[config.mk]
export PLATFORM = sky130hd
export DESIGN_NAME = epsf_div
export DESIGN_NICKNAME = d
export VERILOG_FILES = /design/src/hw/rtl/epsf_pkg.sv /design/src/hw/rtl/epsf_div.sv
export SDC_FILE = /design/constraint.sdc
export NUM_CORES = 1
export LEC_CHECK = 0
export BUFFER_PORTS_ARGS = -buffer_cell sky130_fd_sc_hd__buf_4
export CAP_MARGIN = 40
export CORE_ASPECT_RATIO = 1.2
export CORE_UTILIZATION = 45
export CTS_CLUSTER_SIZE = 25
export DETAILED_ROUTE_END_ITERATION = 8
export GPL_TIMING_DRIVEN = 1
export MAX_ROUTING_LAYER = met4
export PLACE_DENSITY_LB_ADDON = 0.25
export SLEW_MARGIN = 10
export SYNTH_ARGS = -nofsm -noshare
export SYNTH_HDL_FRONTEND = slang
export SYNTH_SLANG_ARGS = --single-unit
[constraint.sdc]
create_clock -name clk_i -period 2.25 [get_ports clk_i]
set_clock_uncertainty 0.15 [all_clocks]
set_input_delay 0.45 -clock clk_i [delete_from_list [all_inputs] [get_ports clk_i]]
set_output_delay 0.45 -clock clk_i [all_outputs]
set_load 0.05 [all_outputs]
[src/hw/rtl/epsf_pkg.sv]
// Shared constants and types of the edge-preserving smoothing filter.
`timescale 1ns / 1ps
package epsf_pkg;

  localparam int MAX_COLS_DEF = 256;
  localparam int MAX_ROWS_DEF = 256;
  localparam int MAX_WIN_DEF  = 7;

  // Sample width and signed window coordinate width (covers frames up to 4096).
  localparam int SAMPLE_W   = 16;
  localparam int COORD_W    = 14;
  localparam int CFG_IDX_W  = 3;
  localparam int CFG_DATA_W = 9;

  typedef enum logic [CFG_IDX_W-1:0] {
    CFG_WIN_FAST = 3'd0,
    CFG_WIN_SLOW = 3'd1,
    CFG_COLS     = 3'd2,
    CFG_ROWS     = 3'd3,
    CFG_EDGE     = 3'd4,
    CFG_SMOOTH   = 3'd5
  } cfg_idx_e;

  typedef struct packed {
    logic busy;
    logic done;
  } div_stat_t;

endpackage

[src/hw/rtl/epsf_div.sv]
// Restoring unsigned divider, one quotient bit per cycle.
`timescale 1ns / 1ps
module epsf_div #(
  parameter int DW = 24,
  parameter int NW = 6
) (
  input  logic                 clk_i,
  input  logic                 rst_ni,
  input  logic                 start_i,
  input  logic [DW-1:0]        dividend_i,
  input  logic [NW-1:0]        divisor_i,
  output epsf_pkg::div_stat_t  stat_o,
  output logic [DW-1:0]        quot_o
);

  localparam int CNTW = $clog2(DW + 1);

  logic [DW-1:0]   dvd_q;
  logic [NW-1:0]   rem_q;
  logic [NW-1:0]   dsr_q;
  logic [CNTW-1:0] cnt_q;
  logic            busy_q, done_q;
  logic [NW:0]     shifted, diff;
  logic            ge;

  assign shifted = {rem_q, dvd_q[DW-1]};
  assign ge      = shifted >= {1'b0, dsr_q};
  assign diff    = shifted - {1'b0, dsr_q};

  always_ff @(posedge clk_i or negedge rst_ni) begin
    if (!rst_ni) begin
      busy_q <= 1'b0;
      done_q <= 1'b0;
      cnt_q  <= '0;
    end else begin
      done_q <= 1'b0;
      if (start_i) begin
        busy_q <= 1'b1;
        cnt_q  <= CNTW'(DW);
      end else if (busy_q) begin
        cnt_q <= cnt_q - CNTW'(1);
        if (cnt_q == CNTW'(1)) begin
          busy_q <= 1'b0;
          done_q <= 1'b1;
        end
      end
    end
  end

  always_ff @(posedge clk_i) begin
    if (start_i) begin
      dvd_q <= dividend_i;
      rem_q <= '0;
      dsr_q <= divisor_i;
    end else if (busy_q) begin
      // shift the next dividend bit out at the top into the remainder, quotient bit in at the bottom
      dvd_q <= {dvd_q[DW-2:0], ge};
      rem_q <= ge ? diff[NW-1:0] : shifted[NW-1:0];
    end
  end

  assign stat_o.busy = busy_q;
  assign stat_o.done = done_q;
  assign quot_o      = dvd_q;

endmodule

==> flow_summary.toml, run 1 <==
[placement]
hpwl_mm = 2.93
portBuffers = 58
placed_area_um2 = 2620
place.gp.congestion = 0.757
place_inst = 272

[detailed_routing]
antenna_left = 0
wl_per_cell_um = 14.5
wl_mm = 4.07
routed_via_density = 5.23
vias = 1471
drt_iter0_drc = 31
first_pass_iters = 4
drc = 0

[logic_synthesis]
async_flop_share_pct = 16.3
synth-compound-area-share_pct = 6.38
ys_warn_count = 0
synthAdderAreaFrac_pct = 6.26
synthDistinctLibCells = 34
synth_commonest_cells = "edfxtp_1 (30), mux2_2 (25), nor2_1 (12), inv_1 (11), ha_1 (9)"
post-synth-top-area-fraction_pct = 42.5
syn_inst = 163
synth_simple_gate_area_share_pct = 8.92
synth_area_leaders = "edfxtp_1 (43%), mux2_2 (13%), dfrtp_1 (8.3%)"
synth_top_family_by_area = "multiplexers"
synth.largest_area_cell = "edfxtp_1"
ys.flop_type = "edfxtp_1"
synth-seq-area-share_pct = 56.5
synth_edf_count = 30
synth-xor-area-share_pct = 2.89
synth-seq-cells = 43
avgSynthCellArea_um2 = 13.0
netlist_area_um2 = 2120
synthMostInstantiatedCell = "edfxtp_1"
synthMuxAreaShare_pct = 14.7
synth_nets = 206

[clocking]
insertion_delay_ns = 0.29
clkTransAtPathRegs_ns = 0.08
cts_root_buf = "clkbuf_8"
post_cts_buffers = 0
cts_sinks = 43
cts_buffer_depth = 2
cts_max_level = 2
cts_tree = "done"
numCtsBuffers = 5

[layout]
nets = 267
syn_to_final_growth_pct = 30.9
fillers = 358
drive_gt1_share_pct = 44.9
diodes = 0
final_cell_area_um2 = 2770
fin_cells = 281

[global_route]
grt_overflow = 0
antenna_found_initial = 0
grt_max_degree = 42
grt_pass1_wl_mm = 6.70
grt_pass1_vias = 1523
grt_use_total_pct = 18.2

[worst_setup_path]
cp-end-kind = "flip-flop"
rr_worst_depth = 8
required_ns = 2.31
critPathMaxFanout = 8
critPathLaunchType = "flip-flop"
path_class = "reg -> reg"
arrival_ns = 2.21

[sta]
period_share_pct = 95.3
finalSetupViolations = 0
fin_crit_ns = 2.15
whs_ns = 0.182
hold_viol = 0
maxSlewViolCount = 0
clock.fmax_ghz = 0.466
tightest_slew_ns = 0.717
relSlewSlack_pct = 52.2

[pwr]
power_density_nw_per_um2 = 938
ir_drop_mv = 0.509
fin_total_pwr_mw = 2.60
p_leak_nw = 1.20

[die]
start_util_pct = 48.2
die_x_um = 64.6
die_h_um = 77.2
rows = 26
io_pins = 59
core_region_area_um2 = 4390
dieArea_um2 = 4990

[hold_path]
worst_hold_path_type = "in -> reg"
min_path_cells = 1

[outcome]
status = "completed"

[job]
cap_violations = 0
cells by family (layout without fill, tap and decap cells):
| kind of cell | count (synthesis) | after routing |
|---|---|---|
| AO/OA/AOI/OAI | 20 | 20 |
| flip-flops | 43 | 43 |
| XOR/XNOR | 7 | 7 |
| multiplexers | 28 | 28 |
| AND/OR/NAND/NOR | 35 | 35 |
| adder cells (fa/ha/maj) | 10 | 10 |
| buffers and inverters | 20 | 82 |
flip-flops by register name (all words and copies together) (netlist names):
signal,count
dsr_q,6
cnt_q,5
rem_q,6
busy_q,1
done_q,1
quot_o,24
path summary, 6_finish.rpt:
check,slack [ns],endpoint,start
min reg2reg,0.36,rem_q[5],rem_q[5]
max,0.10,rem_q[4],dsr_q[4]
max in group asynchronous,1.48,cnt_q[4],rst_ni
max reg2reg,0.10,rem_q[4],dsr_q[4]
min in group asynchronous,0.35,cnt_q[0],rst_ni
min,0.18,dsr_q[0],divisor_i[0]
per-layer routing:
metal  track usage (%)  part of all wire [%]  up-vias
li1                  -                     -      705
met1              19.2                    41      723
met2              31.1                    53       37
met3              5.80                   4.9        6
met4              7.11                   1.5        0
met5                 -                     0        -
repair_timing:
action                                  4_1_cts  5_1_grt
gates resized for setup                       0        2
hold endpoints to repair                      7        0
endpoints found under the setup margin        0        4
hold buffers                                  1        0
where the power goes:
| part | internal, mW | switching (mW) | total, mW |
|---|---|---|---|
| registers | 0.973 | 0.0751 | 1.05 |
| logic | 0.369 | 0.482 | 0.851 |
| clock network | 0.444 | 0.258 | 0.702 |
| total | 1.79 | 0.815 | 2.60 |
through the flow:
step | util [%] | TNS [ns] | setup slack [ns]
after floorplan | - | 0 | 0.0309
after global placement | 59.7 | 0 | 0.146
after detailed placement | 59.7 | 0 | 0.0602
after CTS | 63.0 | 0 | 0.0414
after global routing | 63.1 | -0.00118 | -0.00118
final | 63.1 | 0 | 0.105
final cells by class:
class	count	area (µm²)	area share, %
well taps	56	70.1	2.53
inverters	11	41.3	1.49
clock inverters	2	60.1	2.17
flip-flops and latches	43	1200	43.1
clock buffers	6	72.6	2.62
repair buffers	63	488	17.6
multi-input cells	100	845	30.5
layout by cell type, fill, tap and decap left out, types with 5 or more instances in the layout:
cell / netlist / final
clkbuf_8: 0 / 5
mux2_2: 25 / 25
inv_1: 11 / 11
nor2_1: 12 / 12
nand2_1: 5 / 5
ha_1: 9 / 8
dfrtp_1: 7 / 7
buf_4: 2 / 61
edfxtp_1: 30 / 30
dfxtp_1: 6 / 6
critical path, stage by stage, from the launching register on:
cell and delay [ns]:
edfxtp_1 0.36, inv_1 0.06, ha_1 0.23, a21o_1 0.16, a211o_1 0.29, a41o_2 0.29
buf_4 0.17, mux2i_1 0.13, a211oi_2 0.22
Power figures use the tool's default switching activity.
==> run 2: changes to the inputs <==
--- a/config.mk
+++ b/config.mk
@@ -7,3 +7,3 @@
 export LEC_CHECK = 0
-export BUFFER_PORTS_ARGS = -buffer_cell sky130_fd_sc_hd__buf_4
+export BUFFER_PORTS_ARGS = -buffer_cell sky130_fd_sc_hd__buf_2
 export CAP_MARGIN = 40
==> constraint.sdc (replaced) <==
create_clock -name clk_i -period 2.25 [get_ports clk_i]
set_clock_uncertainty 0.15 [all_clocks]
set_input_delay 0.3375 -clock clk_i [delete_from_list [all_inputs] [get_ports clk_i]]
set_output_delay 0.3375 -clock clk_i [all_outputs]
set_load 0.05 [all_outputs]
==> run 2 against run 1 <==
- clock power fell by 34%
- maximum frequency fell by 2.5%
- combinational power fell by 4.6%
- critical path type unchanged
- critical endpoint is now rem_q[3]
- largest cell class unchanged
- largest power group unchanged
==> flow_summary.toml, run 2 (synthesis results as in run 1) <==
[worst_setup_path]
r2r_setup_slack_ns = 0.05
crit_slowest_cell = "edfxtp_1"
cp-end-kind = "flip-flop"
path_buf_inv = 2
critPathMaxFanout = 7
path_class = "reg -> reg"
required_ns = 2.31
crit_path_max_incr_delay_ns = 0.37
arrival_ns = 2.26
critPathLaunchType = "flip-flop"
crit_family = "compound AO/OA/AOI/OAI gates"
path_cells = "inv_1, ha_2, a21o_1, a211o_1, a41o_4, buf_4, mux2i_1, a211oi_1"

[layout]
syn_to_final_growth_pct = 22.3
final_util_pct = 59.0
nets = 268
final_cell_area_um2 = 2590
final_common_cell = "buf_2"
drive_gt1_share_pct = 44.2
largest_reg_flops = 24
layout_common_cells = "buf_2 (58), edfxtp_1 (30), mux2_2 (25)"
diodes = 0

[die]
start_util_pct = 48.2
rows = 26
io_pins = 59
die_h_um = 77.2
die_x_um = 64.6
dieArea_um2 = 4990
core_region_area_um2 = 4390

[detailed_routing]
vias = 1435
drc = 0
wl_mm = 3.78
routed_via_density = 5.09
drt_iter0_drc = 58
antenna_left = 0
first_pass_iters = 4
wl_per_cell_um = 13.4

[clocking]
cts_buffer_depth = 2
cts_root_buf = "clkbuf_8"
cts_sinks = 43
cts_max_level = 2
numCtsBuffers = 5
cts_tree = "done"
insertion_delay_ns = 0.29
clkTransAtPathRegs_ns = 0.08

[global_route]
grt_pass1_vias = 1400
grt_max_degree = 25
grt_use_total_pct = 16.8
grt_overflow = 0
grt_pass1_wl_mm = 6.28
antenna_found_initial = 0

[placement]
placed_area_um2 = 2490
portBuffers = 58
hpwl_mm = 2.69
place.gp.congestion = 0.819

[sta]
maxSlewViolCount = 0
relSlewSlack_pct = 75.6
clock.fmax_ghz = 0.455
whs_ns = 0.0666
hold_viol = 0
finalSetupViolations = 0
period_share_pct = 97.8
fin_crit_ns = 2.20
tightest_slew_ns = 0.367

[outcome]
status = "completed"

[pwr]
ir_drop_mv = 0.441
p_leak_nw = 1.12
power_density_nw_per_um2 = 893

[job]
cap_violations = 0

[hold_path]
worst_hold_path_type = "in -> reg"
[run 2: repair_timing]
| action | in CTS | in global routing |
|---|---|---|
| endpoints found under the hold margin | 7 | 0 |
| setup endpoints to repair | 0 | 5 |
| setup buffers | 0 | 0 |
| resized for setup | 0 | 3 |
| hold buffers | 1 | 0 |
[run 2: power breakdown]
group          internal [mW]  switching (mW)
clock                  0.212           0.248
combinational          0.328           0.484
sequential             0.973          0.0697
[run 2: cell type report]
cell class                 count  area, µm²
inverter                      11       41.3
tap                           56       70.1
sequential                    43       1200
timing repair buffer          64        350
clock inverter                 2       7.51
multi-input combinational    100        852
fill                         394       1800
clock buffer                   6       72.6
[run 2: metrics by stage]
step | setup WS (ns) | total power [mW] | cells | TNS (ns)
floorplan | 0.0309 | 1.67 | 163 | 0
global placement | 0.108 | 1.83 | 273 | 0
detailed placement | 0.0682 | 1.84 | 273 | 0
CTS | 0.0486 | 2.30 | 282 | 0
global route | -0.0117 | 2.44 | 282 | -0.0213
finish | 0.0505 | 2.31 | 282 | 0
[run 2: final timing paths]
path	cells after the start	end	start
setup / recovery	8	rem_q[3]	dsr_q[4]
max in group asynchronous	2	cnt_q[3]	rst_ni
setup reg to reg	8	rem_q[3]	dsr_q[4]
min in group asynchronous	2	cnt_q[1]	rst_ni
hold reg to reg	2	rem_q[5]	rem_q[5]
hold / removal	1	dsr_q[2]	divisor_i[2]
[run 2: metal layers]
metal | part of all wire [%] | routed length, µm | vias up | global-route usage [%]
li1 | - | - | 707 | -
met1 | 45 | 1690 | 671 | 21.5
met2 | 48 | 1830 | 49 | 25.6
met3 | 5.0 | 187 | 8 | 3.72
met4 | 1.8 | 68 | 0 | 7.11
met5 | 0 | 0 | - | -
==> run 3: changes to the inputs <==
ABC_AREA = 1   (was default)
SLEW_MARGIN = default   (was 10)
==> run 3 against run 2 <==
- highest routed layer unchanged
- clock power up 1%
- critical endpoint is now quot_o[0]
- sequential cell count is the same
- synthesized cell count rose by 50%
==> flow_summary.toml, run 3 <==
[outcome]
status = "completed"

[placement]
place_ws_ns = 0.471
portBuffers = 58
place.gp.congestion = 0.862
place_inst = 357
placed_area_um2 = 2550
hpwl_mm = 3.09

[sta]
fin_crit_ns = 1.78
clock.fmax_ghz = 0.563
finalSetupViolations = 0
whs_ns = 0.0664
setup_ws_ns = 0.472
relSlewSlack_pct = 71.9
maxSlewViolCount = 0
tightest_slew_ns = 0.421
grt_setup_unrepaired = "false"
tns_ns = 0
period_share_pct = 79.0
hold_viol = 0

[logic_synthesis]
synth-seq-cells = 43
ys_warn_count = 0
synth_edf_count = 30
ys.flop_type = "edfxtp_1"
post-synth-top-area-fraction_pct = 40.9
synthMostInstantiatedCell = "nand2_1"
avgSynthCellArea_um2 = 9.00
synth-seq-area-share_pct = 54.3
netlist_area_um2 = 2200
syn_inst = 245
synth-compound-area-share_pct = 2.61
synth_area_leaders = "edfxtp_1 (41%), nand2_1 (18%), dfrtp_1 (7.9%)"
synthDistinctLibCells = 27
synthMuxAreaShare_pct = 0
synth_commonest_cells = "nand2_1 (107), edfxtp_1 (30), inv_1 (27)"
synth-xor-area-share_pct = 0.795
async_flop_share_pct = 16.3
synthAdderAreaFrac_pct = 6.02
synth_simple_gate_area_share_pct = 29.6
synth_top_family_by_area = "simple AND/OR/NAND/NOR gates"
synth.largest_area_cell = "edfxtp_1"
synth_nets = 288

[layout]
nets = 350
layout_common_cells = "nand2_1 (107), buf_2 (58), edfxtp_1 (30)"
final_cell_area_um2 = 2640
fillers = 429
final_util_pct = 56.7
largest_reg_flops = 24
regArea_um2 = 1200
final_common_cell = "nand2_1"
multiInputGateArea_um2 = 860
diodes = 0
drive_gt1_share_pct = 25.6
syn_to_final_growth_pct = 19.9
fin_cells = 366

[global_route]
grt_overflow = 0
antenna_found_initial = 0
grt_max_degree = 27
grt_use_total_pct = 18.2
grt_pass1_vias = 1596
grt_pass1_wl_mm = 6.90

[hold_path]
worst_hold_path_type = "in -> reg"
hold_end = "dsr_q[2]"
min_path_cells = 1
worstHoldStart = "divisor_i[2]"

[detailed_routing]
vias = 1748
wl_mm = 4.19
drt_iter0_drc = 81
first_pass_iters = 4
wl_per_cell_um = 11.5
drc = 0
routed_via_density = 4.78
antenna_left = 0

[die]
start_util_pct = 47.3
dieArea_um2 = 5180
io_pins = 59
rows = 27
die_x_um = 65.9
die_h_um = 78.7
core_region_area_um2 = 4660

[clocking]
cts_buffer_depth = 2
numCtsBuffers = 5
clkTransAtPathRegs_ns = 0.08
post_cts_buffers = 0
cts_resized = 0
insertion_delay_ns = 0.29
cts_tree = "done"
cts_sinks = 43
cts_max_level = 2
cts_root_buf = "clkbuf_8"

[worst_setup_path]
critPathLaunchType = "flip-flop"
rr_worst_depth = 8
path_class = "reg -> reg"
critPathMaxFanout = 7
arrival_ns = 1.69
required_ns = 2.16
r2r_start = "dsr_q[4]"
r2r_setup_slack_ns = 0.47
cp-end-kind = "flip-flop"
r2r_end = "quot_o[0]"

[pwr]
fin_total_pwr_mw = 2.38
ir_drop_mv = 0.521
p_leak_nw = 1.38
power_density_nw_per_um2 = 901

[job]
cap_violations = 0
[run 3: cell types whose count changed after synthesis, sizes merged, moves of 3 or more]
cell | previous run | this run
mux2i | 3 | 0
nand2 | 5 | 109
nor3b | 4 | 0
mux2 | 25 | 0
nand3 | 0 | 13
nand2b | 4 | 0
inv | 11 | 30
a211oi | 5 | 0
xnor2 | 4 | 0
nand4 | 0 | 9
[run 3: how the worst max path moves through the flow]
stage | startpoint | to | depth (start not counted)
3_5_place_dp | dsr_q[4] | quot_o[0] | 8
6_report | dsr_q[4] | quot_o[0] | 8
5_1_grt | dsr_q[3] | rem_q[5] | 9
4_1_cts | dsr_q[4] | quot_o[0] | 8
3_3_place_gp | quot_o[23] | rem_q[4] | 8
2_1_floorplan | quot_o[23] | rem_q[4] | 8
[run 3: kinds of logic (layout without fill, tap and decap cells)]
kind of cell / count (synthesis) / after routing
AND/OR/NAND/NOR: 144 / 144
buffers and inverters: 37 / 100
flip-flops: 43 / 43
adder cells (fa/ha/maj): 10 / 10
XOR/XNOR: 2 / 2
AO/OA/AOI/OAI: 9 / 9
[run 3: report_power, final]
| group | leakage [nW] | switching [mW] | internal, mW |
|---|---|---|---|
| Clock | 0.0395 | 0.245 | 0.221 |
| Sequential | 0.453 | 0.0696 | 0.969 |
| Combinational | 0.885 | 0.590 | 0.287 |
| Total | 1.38 | 0.905 | 1.48 |
[run 3: worst max-delay path, cell delays in order, from the launching register on]
cell      delay [ns]
edfxtp_1        0.36
inv_1           0.06
ha_1            0.26
nand2_1         0.07
nand2_1         0.09
a21oi_4         0.24
nand3_4         0.16
nand2_1         0.10
nand2_1         0.05
[run 3: routing by layer]
layer	vias to the layer above	wire length, µm	track usage (%)	share of wire [%]
met4	0	19	6.52	0.45
met5	-	0	-	0
met1	787	1860	22.6	44
met3	2	213	3.78	5.1
li1	906	-	-	-
met2	53	2100	28.9	50
[run 3: layout make-up]
cell class / instances / share of cell area (%)
Inverter: 30 / 4.26
Timing Repair Buffer: 62 / 12.2
Sequential cell: 43 / 45.2
Tap cell: 58 / 2.74
Multi-Input combinational cell: 165 / 32.5
Clock buffer: 8 / 3.03
[run 3: timing repair]
action	4_1_cts	5_1_grt
hold buffers	1	0
endpoints found under the hold margin	7	0
setup endpoints to repair	0	0
